File: src/rtl/core/lpfp_pkg.sv
// ----------------------------------------------------------------------------
// Frame parser package
// Result kinds, the result record passed between the front end, the queue and
// the output stage, and the fixed header layout constants.
// ----------------------------------------------------------------------------
package lpfp_pkg;

  localparam int unsigned HEADER_BYTES      = 6;
  localparam logic [31:0] MAX_PAYLOAD_RESET = 32'd1048576;

  typedef enum logic [1:0] {
    KIND_PAYLOAD = 2'd0,
    KIND_EMPTY   = 2'd1,
    KIND_ERROR   = 2'd2
  } kind_t;

  typedef struct packed {
    kind_t       kind;
    logic [7:0]  frame_type;
    logic [7:0]  frame_flags;
    logic [31:0] frame_length;
    logic [7:0]  payload_byte;
    logic        frame_last;
  } result_t;

endpackage

File: src/rtl/core/lpfp_front.sv
// ----------------------------------------------------------------------------
// Frame parser front end
// Classifies each accepted byte as header or payload, keeps the frame state
// and produces at most one result record per byte.
// ----------------------------------------------------------------------------
module lpfp_front
  import lpfp_pkg::*;
(
  input  logic        clk,
  input  logic        rst,
  input  logic        take,
  input  logic [7:0]  in_byte,
  input  logic [31:0] max_payload,
  output logic        res_valid,
  output result_t     res
);

  typedef enum logic [1:0] {
    PH_HEADER  = 2'd0,
    PH_PAYLOAD = 2'd1,
    PH_STUCK   = 2'd2
  } phase_t;

  localparam logic [2:0] HDR_LAST = 3'(HEADER_BYTES - 1);

  phase_t      phase, phase_next;
  logic [2:0]  header_count, header_count_next;
  logic [7:0]  held_type, held_type_next;
  logic [7:0]  held_flags, held_flags_next;
  logic [31:0] held_length, held_length_next;
  logic [31:0] bytes_left, bytes_left_next;
  logic [31:0] full_length;

  assign full_length = {in_byte, held_length[23:0]};

  always_comb begin
    phase_next        = phase;
    header_count_next = header_count;
    held_type_next    = held_type;
    held_flags_next   = held_flags;
    held_length_next  = held_length;
    bytes_left_next   = bytes_left;
    res_valid         = 1'b0;
    res.kind          = KIND_PAYLOAD;
    res.frame_type    = held_type;
    res.frame_flags   = held_flags;
    res.frame_length  = held_length;
    res.payload_byte  = 8'd0;
    res.frame_last    = 1'b0;

    if (take) begin
      unique case (phase)
        PH_STUCK: begin
          // Dropped with no result until reset.
        end
        PH_PAYLOAD: begin
          bytes_left_next  = bytes_left - 32'd1;
          res_valid        = 1'b1;
          res.payload_byte = in_byte;
          res.frame_last   = (bytes_left == 32'd1);
          if (bytes_left == 32'd1) begin
            phase_next        = PH_HEADER;
            header_count_next = 3'd0;
          end
        end
        default: begin
          phase_next        = PH_HEADER;
          header_count_next = header_count + 3'd1;
          unique case (header_count)
            3'd0: held_type_next = in_byte;
            3'd1: held_flags_next = in_byte;
            3'd2: held_length_next = {24'd0, in_byte};
            3'd3: held_length_next[15:8] = in_byte;
            3'd4: held_length_next[23:16] = in_byte;
            default: begin
              // Last header byte: the length is complete and gets checked.
              held_length_next  = full_length;
              header_count_next = 3'd0;
              res_valid         = 1'b1;
              res.frame_length  = full_length;
              if (full_length > max_payload) begin
                res.kind   = KIND_ERROR;
                phase_next = PH_STUCK;
              end else if (full_length == 32'd0) begin
                res.kind       = KIND_EMPTY;
                res.frame_last = 1'b1;
              end else begin
                res_valid       = 1'b0;
                bytes_left_next = full_length;
                phase_next      = PH_PAYLOAD;
              end
            end
          endcase
        end
      endcase
    end
  end

  always_ff @(posedge clk) begin
    if (rst) begin
      phase        <= PH_HEADER;
      header_count <= 3'd0;
      held_type    <= 8'd0;
      held_flags   <= 8'd0;
      held_length  <= 32'd0;
      bytes_left   <= 32'd0;
    end else begin
      phase        <= phase_next;
      header_count <= header_count_next;
      held_type    <= held_type_next;
      held_flags   <= held_flags_next;
      held_length  <= held_length_next;
      bytes_left   <= bytes_left_next;
    end
  end

  a_stuck_silent: assert property (@(posedge clk) disable iff (rst)
    phase == PH_STUCK |-> !res_valid)
    else $error("result produced while stuck");

  a_error_sticks: assert property (@(posedge clk) disable iff (rst)
    res_valid && res.kind == KIND_ERROR |=> phase == PH_STUCK)
    else $error("oversize error did not enter stuck phase");

  a_header_bound: assert property (@(posedge clk) disable iff (rst)
    header_count <= HDR_LAST)
    else $error("header byte count out of range");

endmodule

File: src/rtl/core/lpfp_queue.sv
// ----------------------------------------------------------------------------
// Frame parser result queue
// Small synchronous queue of result records between the front end and the
// output stage.
// ----------------------------------------------------------------------------
module lpfp_queue
  import lpfp_pkg::*;
#(
  parameter int unsigned DEPTH = 4
) (
  input  logic    clk,
  input  logic    rst,
  input  logic    wr_en,
  input  result_t wr_data,
  input  logic    rd_en,
  output result_t rd_data,
  output logic    full,
  output logic    avail
);

  localparam int unsigned PTR_W = $clog2(DEPTH);
  localparam int unsigned CNT_W = $clog2(DEPTH + 1);

  result_t            store [DEPTH];
  logic [PTR_W-1:0]   wr_ptr, rd_ptr;
  logic [CNT_W-1:0]   count;
  logic               do_wr, do_rd;

  assign full    = (count == CNT_W'(DEPTH));
  assign avail   = (count != '0);
  assign do_wr   = wr_en && !full;
  assign do_rd   = rd_en && avail;
  assign rd_data = store[rd_ptr];

  always_ff @(posedge clk) begin
    if (do_wr) begin
      store[wr_ptr] <= wr_data;
    end
  end

  always_ff @(posedge clk) begin
    if (rst) begin
      wr_ptr <= '0;
      rd_ptr <= '0;
      count  <= '0;
    end else begin
      if (do_wr) begin
        wr_ptr <= (wr_ptr == PTR_W'(DEPTH - 1)) ? '0 : wr_ptr + 1'b1;
      end
      if (do_rd) begin
        rd_ptr <= (rd_ptr == PTR_W'(DEPTH - 1)) ? '0 : rd_ptr + 1'b1;
      end
      if (do_wr && !do_rd) begin
        count <= count + 1'b1;
      end else if (do_rd && !do_wr) begin
        count <= count - 1'b1;
      end
    end
  end

  a_no_overflow: assert property (@(posedge clk) disable iff (rst)
    wr_en |-> !full)
    else $error("write into a full result queue");

endmodule

File: src/rtl/core/lpfp_back.sv
// ----------------------------------------------------------------------------
// Frame parser output stage
// Holds the oldest result record in a register and presents it until popped.
// ----------------------------------------------------------------------------
module lpfp_back
  import lpfp_pkg::*;
(
  input  logic    clk,
  input  logic    rst,
  input  logic    q_avail,
  input  result_t q_data,
  output logic    q_rd,
  input  logic    pop,
  output logic    empty,
  output result_t head
);

  logic    head_valid;
  logic    drain;

  assign empty = !head_valid;
  assign drain = pop && head_valid;
  assign q_rd  = q_avail && (!head_valid || drain);

  always_ff @(posedge clk) begin
    if (q_rd) begin
      head <= q_data;
    end
  end

  always_ff @(posedge clk) begin
    if (rst) begin
      head_valid <= 1'b0;
    end else if (q_rd) begin
      head_valid <= 1'b1;
    end else if (drain) begin
      head_valid <= 1'b0;
    end
  end

endmodule

File: src/rtl/core/length_prefixed_frame_parser.sv
// ----------------------------------------------------------------------------
// Length-prefixed frame parser
// Splits a byte stream into frames of a six-byte header (type, flags and a
// little-endian 32-bit length) and payload, with at most one result per byte.
// ----------------------------------------------------------------------------
// The edge that takes a byte beat writes its result into the result queue;
//   from there the result moves into the output register once that register
//   is empty or being popped.
// Throughput: one byte beat per cycle, sustained while results are popped at
//   the same rate; the result queue depth sets how long output stalls are hidden.
// Reset: rst clears the header state, the sticky error and the queue, and loads
//   max_payload with 1048576.
module length_prefixed_frame_parser
  import lpfp_pkg::*;
#(
  parameter int unsigned QUEUE_DEPTH = 4
) (
  input  logic        clk,
  input  logic        rst,
  // Configuration: maximum accepted payload length.
  input  logic        cfg_we,
  input  logic [31:0] cfg_wdata,
  // Input byte beats.
  input  logic        push,
  output logic        full,
  input  logic [7:0]  in_byte,
  // Result beats.
  output logic        empty,
  input  logic        pop,
  output logic [1:0]  out_kind,
  output logic [7:0]  frame_type,
  output logic [7:0]  frame_flags,
  output logic [31:0] frame_length,
  output logic [7:0]  payload_byte,
  output logic        frame_last
);

  // The configured limit. A length equal to it is still accepted; a frame that
  // is already in its payload keeps running if the limit changes.
  logic [31:0] max_payload;

  always_ff @(posedge clk) begin
    if (rst) begin
      max_payload <= MAX_PAYLOAD_RESET;
    end else if (cfg_we) begin
      max_payload <= cfg_wdata;
    end
  end

  logic    take;
  logic    res_valid;
  result_t res;
  logic    q_rd;
  logic    q_avail;
  result_t q_data;
  result_t head;

  // A byte beat is taken whenever the queue has room; the front end decides in
  // the same cycle whether the byte produces a result and writes it straight
  // into the queue.
  assign take = push && !full;

  lpfp_front u_front (
    .clk         (clk),
    .rst         (rst),
    .take        (take),
    .in_byte     (in_byte),
    .max_payload (max_payload),
    .res_valid   (res_valid),
    .res         (res)
  );

  // The queue decouples the front end from the output side, so input beats
  // keep flowing while a finished result waits to be popped.
  lpfp_queue #(
    .DEPTH (QUEUE_DEPTH)
  ) u_queue (
    .clk     (clk),
    .rst     (rst),
    .wr_en   (res_valid),
    .wr_data (res),
    .rd_en   (q_rd),
    .rd_data (q_data),
    .full    (full),
    .avail   (q_avail)
  );

  // The output register holds the oldest result and, if one is queued, refills in
  // the cycle it is popped, so back-to-back pops see one result per cycle.
  lpfp_back u_back (
    .clk     (clk),
    .rst     (rst),
    .q_avail (q_avail),
    .q_data  (q_data),
    .q_rd    (q_rd),
    .pop     (pop),
    .empty   (empty),
    .head    (head)
  );

  assign out_kind     = 2'(head.kind);
  assign frame_type   = head.frame_type;
  assign frame_flags  = head.frame_flags;
  assign frame_length = head.frame_length;
  assign payload_byte = head.payload_byte;
  assign frame_last   = head.frame_last;

endmodule

File: config.mk
export PLATFORM = sky130hd
export DESIGN_NAME = length_prefixed_frame_parser
export DESIGN_NICKNAME = d
export VERILOG_FILES = /design/src/rtl/core/lpfp_pkg.sv /design/src/rtl/core/lpfp_front.sv /design/src/rtl/core/lpfp_queue.sv /design/src/rtl/core/lpfp_back.sv /design/src/rtl/core/length_prefixed_frame_parser.sv
export SDC_FILE = /design/constraint.sdc
export NUM_CORES = 1
export LEC_CHECK = 0
export ABC_AREA = 1
export BUFFER_PORTS_ARGS = -buffer_cell sky130_fd_sc_hd__buf_2
export CAP_MARGIN = 15
export CORE_UTILIZATION = 48
export CTS_CLUSTER_DIAMETER = 150
export DETAILED_ROUTE_END_ITERATION = 8
export HOLD_SLACK_MARGIN = 0.02
export PLACE_DENSITY = 0.72
export SETUP_SLACK_MARGIN = 0.05
export SLEW_MARGIN = 20
export SYNTH_ARGS = -nofsm -noshare
export SYNTH_HDL_FRONTEND = slang
export SYNTH_SLANG_ARGS = --single-unit
export TNS_END_PERCENT = 5
File: constraint.sdc
create_clock -name clk -period 6.49 [get_ports clk]
set_input_delay 1.298 -clock clk [delete_from_list [all_inputs] [get_ports clk]]
set_output_delay 1.298 -clock clk [all_outputs]
set_load 0.1 [all_outputs]
== Yosys cells after proc, flatten, opt, wreduce, memory -nomap -nowiden ==
Memory sizes are Yosys's and may differ from the RTL's. A register that Yosys moved wholly into a read port is not among the register bits.
Index checks and enable logic that the tools add are counted.

* ROM bits: 0
* Bits in latches: 0
* Bits in registers: 125
* Bits of input ports: 45
* RAM bits: 236
* Memories kept: 1

{| class="wikitable"
|+ Memory list
! memory !! words !! width !! read ports !! clocked after Yosys merged registers in !! wr ports !! RTL line !! source
|-
| u_queue.store || 4 || 59 || 1 || 1 || 1 || lpfp_queue.sv:24 || <nowiki>result_t store [DEPTH];</nowiki>
|}

* Multiplexer cells: 40
* $lt $le $gt $ge: 1
* Shifts and indexed selects: 0
* Bitwise logic cells: 3
* Eq/ne operators: 14
* Divide/modulo/power cells: 0
* Multiply operators: 0
* Reductions and logical operators: 30
* Add/subtract/negate cells: 6

{| class="wikitable"
|+ Operators by type and width
! cell !! count
|-
| two-way mux 32 bit || 5
|-
| case mux 32 bit (2 select lines) || 1
|-
| case mux 8 bit (2 select lines) || 3
|-
| two-way mux 41 bit || 1
|-
| equality test 32 x 1 -> 1 bit (second input constant) || 1
|-
| > comparator 32 bit || 1
|-
| zero test 32 bit || 1
|-
| subtractor 32 x 1 -> 32 bit (second input constant) || 1
|-
| AND reduction 3 bit || 7
|-
| two-way mux 2 bit || 9
|-
| two-way mux 1 bit || 12
|-
| two-way mux 3 bit || 4
|-
| two-way mux 8 bit || 1
|-
| nonzero test 2 bit || 4
|-
| logical AND 1 bit || 7
|-
| adder 3 x 1 -> 3 bit (second input constant) || 2
|-
| equality test 2 bit (second input constant) || 3
|-
| equality test 3 x 2 -> 1 bit (second input constant) || 2
|-
| equality test 3 bit (second input constant) || 2
|-
| case mux 3 bit (2 select lines) || 1
|-
| AND reduction 5 bit || 1
|-
| OR reduction 5 bit || 1
|-
| adder 2 x 1 -> 2 bit (second input constant) || 2
|-
| zero test 1 bit || 4
|-
| 13 further kinds || 18
|}

== Depth between registers and ports, before layout ==
* Depth after elaboration: 11
* Mapped depth: 24
* Gate-level depth less buffers: 24

== Cells and area by module ==
From an unflattened synthesis, not the netlist that was laid out.

* Cells, all modules: 1,809
* Area, all modules: 18,131.1 um^2

{| class="wikitable"
|+ By module, submodules not included
! module !! times used !! area an instance (um^2) !! seq. area each (um^2) !! cells each
|-
| lpfp_queue || 1 || 9,217.6 || 7,267.0 || 640
|-
| lpfp_front || 1 || 5,749.3 || 1,701.6 || 899
|-
| lpfp_back || 1 || 1,820.5 || 1,791.7 || 66
|-
| length_prefixed_frame_parser || 1 || 1,343.8 || 640.6 || 204
|}

== Least setup slack after synthesis ==
OpenSTA, ideal clock, no wires.

* Path kind: input -> register
* Start point: input in_byte[7]
* End point: memory u_queue.store[0][0] in the netlist's numbering, enable pin
* Data required time: 6,013 ps
* Setup time: 477 ps
* Buffers on the path: 0
* Arrival time: 5,008 ps
* Cell stages on the path: 13
* Slack: 1,006 ps
* Cells stage by stage: ha_1 > nand2_1 > nor2_1 > nand2_1 > nor2_1 > nand2_1 > nand2_1 > nand2_1 > inv_1 > nand2_1 > nand2_2 > inv_2 > nor2_1

* Word-level cells in the longest chain between the ends: 9
* Elaborated cells on any way between the ends: 10
* Those cells by class: 1 x order compare; 7 x mux; 2 x reduce/logical

{| class="wikitable"
|+ RTL lines
! element !! RTL line !! source
|-
| from (decl) || length_prefixed_frame_parser.sv:26 || <nowiki>input logic [7:0] in_byte,</nowiki>
|-
| branches (longest 2 deep; another with > comparator 32 bit) || - ||
|-
| two-way mux 1 bit (*) || lpfp_front.sv:81 || <nowiki>if (full_length > max_payload) begin</nowiki>
|-
| two-way mux 1 bit (*) || lpfp_front.sv:69 || <nowiki>unique case (header_count)</nowiki>
|-
| case mux 1 bit (2 select lines) (*) || lpfp_front.sv:52 || <nowiki>unique case (phase)</nowiki>
|-
| two-way mux 1 bit (*) || lpfp_front.sv:51 || <nowiki>if (take) begin</nowiki>
|-
| logical AND 1 bit (*) || lpfp_queue.sv:31 || <nowiki>assign do_wr = wr_en && !full;</nowiki>
|-
| named net u_queue.do_wr || lpfp_queue.sv:27 || <nowiki>logic do_wr, do_rd;</nowiki>
|-
| two-way mux 1 bit (*) || lpfp_queue.sv:36 || <nowiki>if (do_wr) begin</nowiki>
|-
| two-way mux 1 bit (implied by the code) (*) || lpfp_queue.sv:37 || <nowiki>store[wr_ptr] <= wr_data;</nowiki>
|-
| to (decl) || lpfp_queue.sv:24 ||
|}

Mark *: on every way through the listed nets, which the timed path passes.

== Worst setup path after layout ==
* Start point: input in_byte[7]
* End point: memory u_queue.store[0][10] in the netlist's numbering, enable pin

Same word-level chain as after synthesis.

==> metrics.txt <==
vias in the first global route=11600; synth unique cells=40; # fillers=3082; vias per cell=5.51; fin crit share=0.587; cell area after layout=20000 sq um; core area=35700 sq um; Internal Power=between 5 and 6 mW; Die X=193 microns; TritonCTS Buffers=43; WS Path Type=in -> reg; syn_nets=1780; fmax=0.262 GHz; first-pass GRT wire length=64.0 mm; Tmin final=3.81 ns; Layout Nets=1867; chip height=193 microns; routability-driven placement congestion ratio=0.879; simple-gate portion of the synthesized area=0.144; sw frac=0.429; Synth Area in Compound Gates=0.123; final wirelength=41.4 mm; Clock Pin Slew Worst Setup and Hold Paths=about 0.07 ns; die area=37300 sq um; critical path's top delay family=simple AND/OR/NAND/NOR gates; Area contributors post-synth=edfxtp_1, dfxtp_1, nor2_1, o21ai_0, a21oi_1; first-pass detailed-route iteration total=7; Post-DP Area=around 18000 sq um; insertion delay to the later sink of the worst-skew pair=0.56 ns; Layout Skew=0.0164 ns; layout cells sized above 1=0.129; commonest cells after routing, fill and taps aside=nor2_1, edfxtp_1, o21ai_0; largest family of logic cells by synthesized area=simple AND/OR/NAND/NOR gates; clock power share=0.260; H-tree depth=2; CP arrival=4.04 ns; largest net degree at the start of global routing=between 80 and 90; Startpoint Class=primary input; Buf/Inv on CP=4; r2r worst-path depth=16; actual slew at the worst max-slew pin=1.04 ns; final HPWL from detailed placement=25.9 mm; Yosys reg bits=420; normalized max-slew margin=0.305; WP depth=15; RSZ-0062 raised after global routing=no; total gr overflow=0; Tot GR Track Use=0.226; First DRT Iteration DRCs=~1300; area share of xor/xnor cells in the synthesized design=0.00400; PD cells=503 nW/um^2; CP Cell Sequence=buf_2 > ha_1 > nand2_1 > nor2_1 > nand2_1 > nor2_1 > nand2_1 > nand2_1 > nand2_1 > inv_1 > nand2_1 > nand2_2 > inv_2 > nor2_4 > buf_4; Clock Tree Buf Depth=3; post-CTS setup buffer count=0; Post-route DRC=3; multiplexer share of the synthesized area=0.000571; Antenna Nets Post-Route=0; final setup vio count=0; Max FO, Critical Path=22; Flop pwr share=0.363; wire length per cell=18.2 microns; Peak VDD IR=around 0.38 mV; CP endpoint kind=flip-flop; PostCTS Resize Cnt=0; Worst Path Required=6.72 ns; Max Slew Vio Count=0; register area share after synthesis=0.648; Final Hold Viols=0; run status=complete, but fails checks; via count=between 10000 and 15000; worst stage delay on the critical path=around 0.56 ns; # Max-Cap Violations=0; Post-CTS Hold Fix Bufs=0; Psw=4.31 mW; HP Class=reg -> reg; Ports=approximately 110; post-synthesis instance area=17500 sq um; CTS tree=done; clk sinks=420; initial antenna violation count=0; Combinational Power Share=0.378; hold path cells=2; Ys Warns=0; diode count=0; total negative slack=0 ns; clk root buf=clkbuf_16; Most Frequent Cell on Critical Path=nand2_1; Final Total Pwr=10.0 mW; Synth top area share=0.506; failing checks=design-rule violations; most common cell after layout, fill and taps aside=nor2_1; Synth area leader=edfxtp_1; Syn Area/Cell=10.4 sq um; initial cell density of the core=0.490; Post-Synth Adder-Cell Area=0.0347; slowest cell on the critical path=nor2_4; area growth from synthesis to layout=13.9%; leakage power=7.73 nW; I/O Buffers=105; Core Rows=69; Post-Synthesis Cells=1687
-- power by group through the flow --
| stage | Combinational (mW) | Sequential (mW) | Clock (mW) |
|---|---|---|---|
| 3_5_place_dp | 3.80 | 3.70 | 0 |
| 6_report | 3.80 | 3.64 | 2.61 |
| 5_1_grt | 4.12 | 3.69 | 2.74 |
| 2_1_floorplan | 1.64 | 5.07 | 0 |
| 4_1_cts | 3.82 | 3.65 | 2.64 |
| 3_3_place_gp | 3.75 | 3.68 | 0 |
-- final timing paths --
| path | startpoint | end | slack (ns) |
|---|---|---|---|
| max reg2reg | u_front.held_length[6] | u_queue.store[0][10] | 2.73 |
| min | max_payload[15] | max_payload[15] | 0.47 |
| max | in_byte[7] | u_queue.store[0][10] | 2.68 |
| min reg2reg | max_payload[15] | max_payload[15] | 0.47 |
-- layout make-up --
cell class	instances	area [sq um]	area share
Clock buffer	55	1170	0.0587
Clock inverter	25	337	0.0169
Inverter	122	458	0.0229
Multi-Input combinational cell	1065	5400	0.271
Sequential cell	420	11400	0.569
Tap cell	461	577	0.0289
Timing Repair Buffer	122	653	0.0327
-- per-stage QoR --
| stage | cells | setup WS (ns) | utilization | hold WS (ns) |
|---|---|---|---|---|
| final | 2270 | 2.68 | 0.558 | 0.468 |
| after global routing | 2270 | 2.36 | 0.558 | 0.486 |
| after CTS | 2270 | 2.67 | 0.558 | 0.467 |
| after detailed placement | 2190 | 2.15 | 0.516 | 0.457 |
| after global placement | 2190 | 2.17 | 0.516 | 0.458 |
| after floorplan | 1687 | 1.01 | - | 0.433 |
-- metal layers --
layer / track usage / wire (microns)
met1: 0.305 / 17600
met2: 0.357 / 19100
met3: 0.0389 / 2980
met4: 0.100 / 1710
met5: 0 / 0
-- cell families (layout without fill, tap and decap cells) --
kind of cell / Yosys count / after routing
xor gates and xnor gates: 8 / 8
buffers and inverters: 202 / 324
adders and majority gates: 48 / 48
muxes: 1 / 1
AOI/OAI and AO/OA: 412 / 412
DFF: 420 / 420
and+or+nand+nor: 596 / 596
-- worst register-to-register path, stage by stage, from the launching register on --
cell and delay (ns):
dfxtp_1 0.66, ha_1 0.20, nand2_1 0.06, nor2_1 0.37, nand2_1 0.10, nand2_1 0.09, nand2_1 0.05, nand2_1 0.10
nand2_1 0.07, nand2_1 0.06, nand2_1 0.14, inv_1 0.16, nand2_1 0.11, nand2_2 0.14, inv_2 0.11, nor2_4 0.56
buf_4 0.42
-- registers in the layout, indices dropped and copies added, names as in the netlist --
register              count
u_queue.wr_ptr            2
u_front.held_type         8
u_front.header_count      3
u_front.phase             2
u_back.head              59
u_front.held_flags        8
max_payload              32
u_front.held_length      32
u_front.bytes_left       32
u_queue.rd_ptr            2
u_queue.store           236
u_queue.count             3
u_back.head_valid         1
-- cell usage after synthesis --
cell and n:
a31oi_1 1, nand2_4 1, or2_2 3, o21ai_0 200, ha_1 47, nand3_4 1
xor2_1 7, a21o_1 2, buf_1 5, nor2_2 8, dfxtp_1 125, xnor2_1 1
nor3_2 2, nand3b_1 5, nand2_2 4, nor4_1 5, a211oi_1 2, clkinv_1 2
nor2_1 304, nor2_4 4, a21oi_1 143, a21boi_2 1, nand2_1 183, nand4_1 11
buf_6 2, or2_1 1, inv_2 8, o22ai_1 62, clkbuf_1 58, fa_1 1
nand3_1 54, mux2i_1 1, nand3_2 1, o21a_1 1, buf_2 13, nand2_8 2
nor3_1 7, edfxtp_1 295, inv_1 112, buf_4 2
Power figures use the tool's default switching activity.
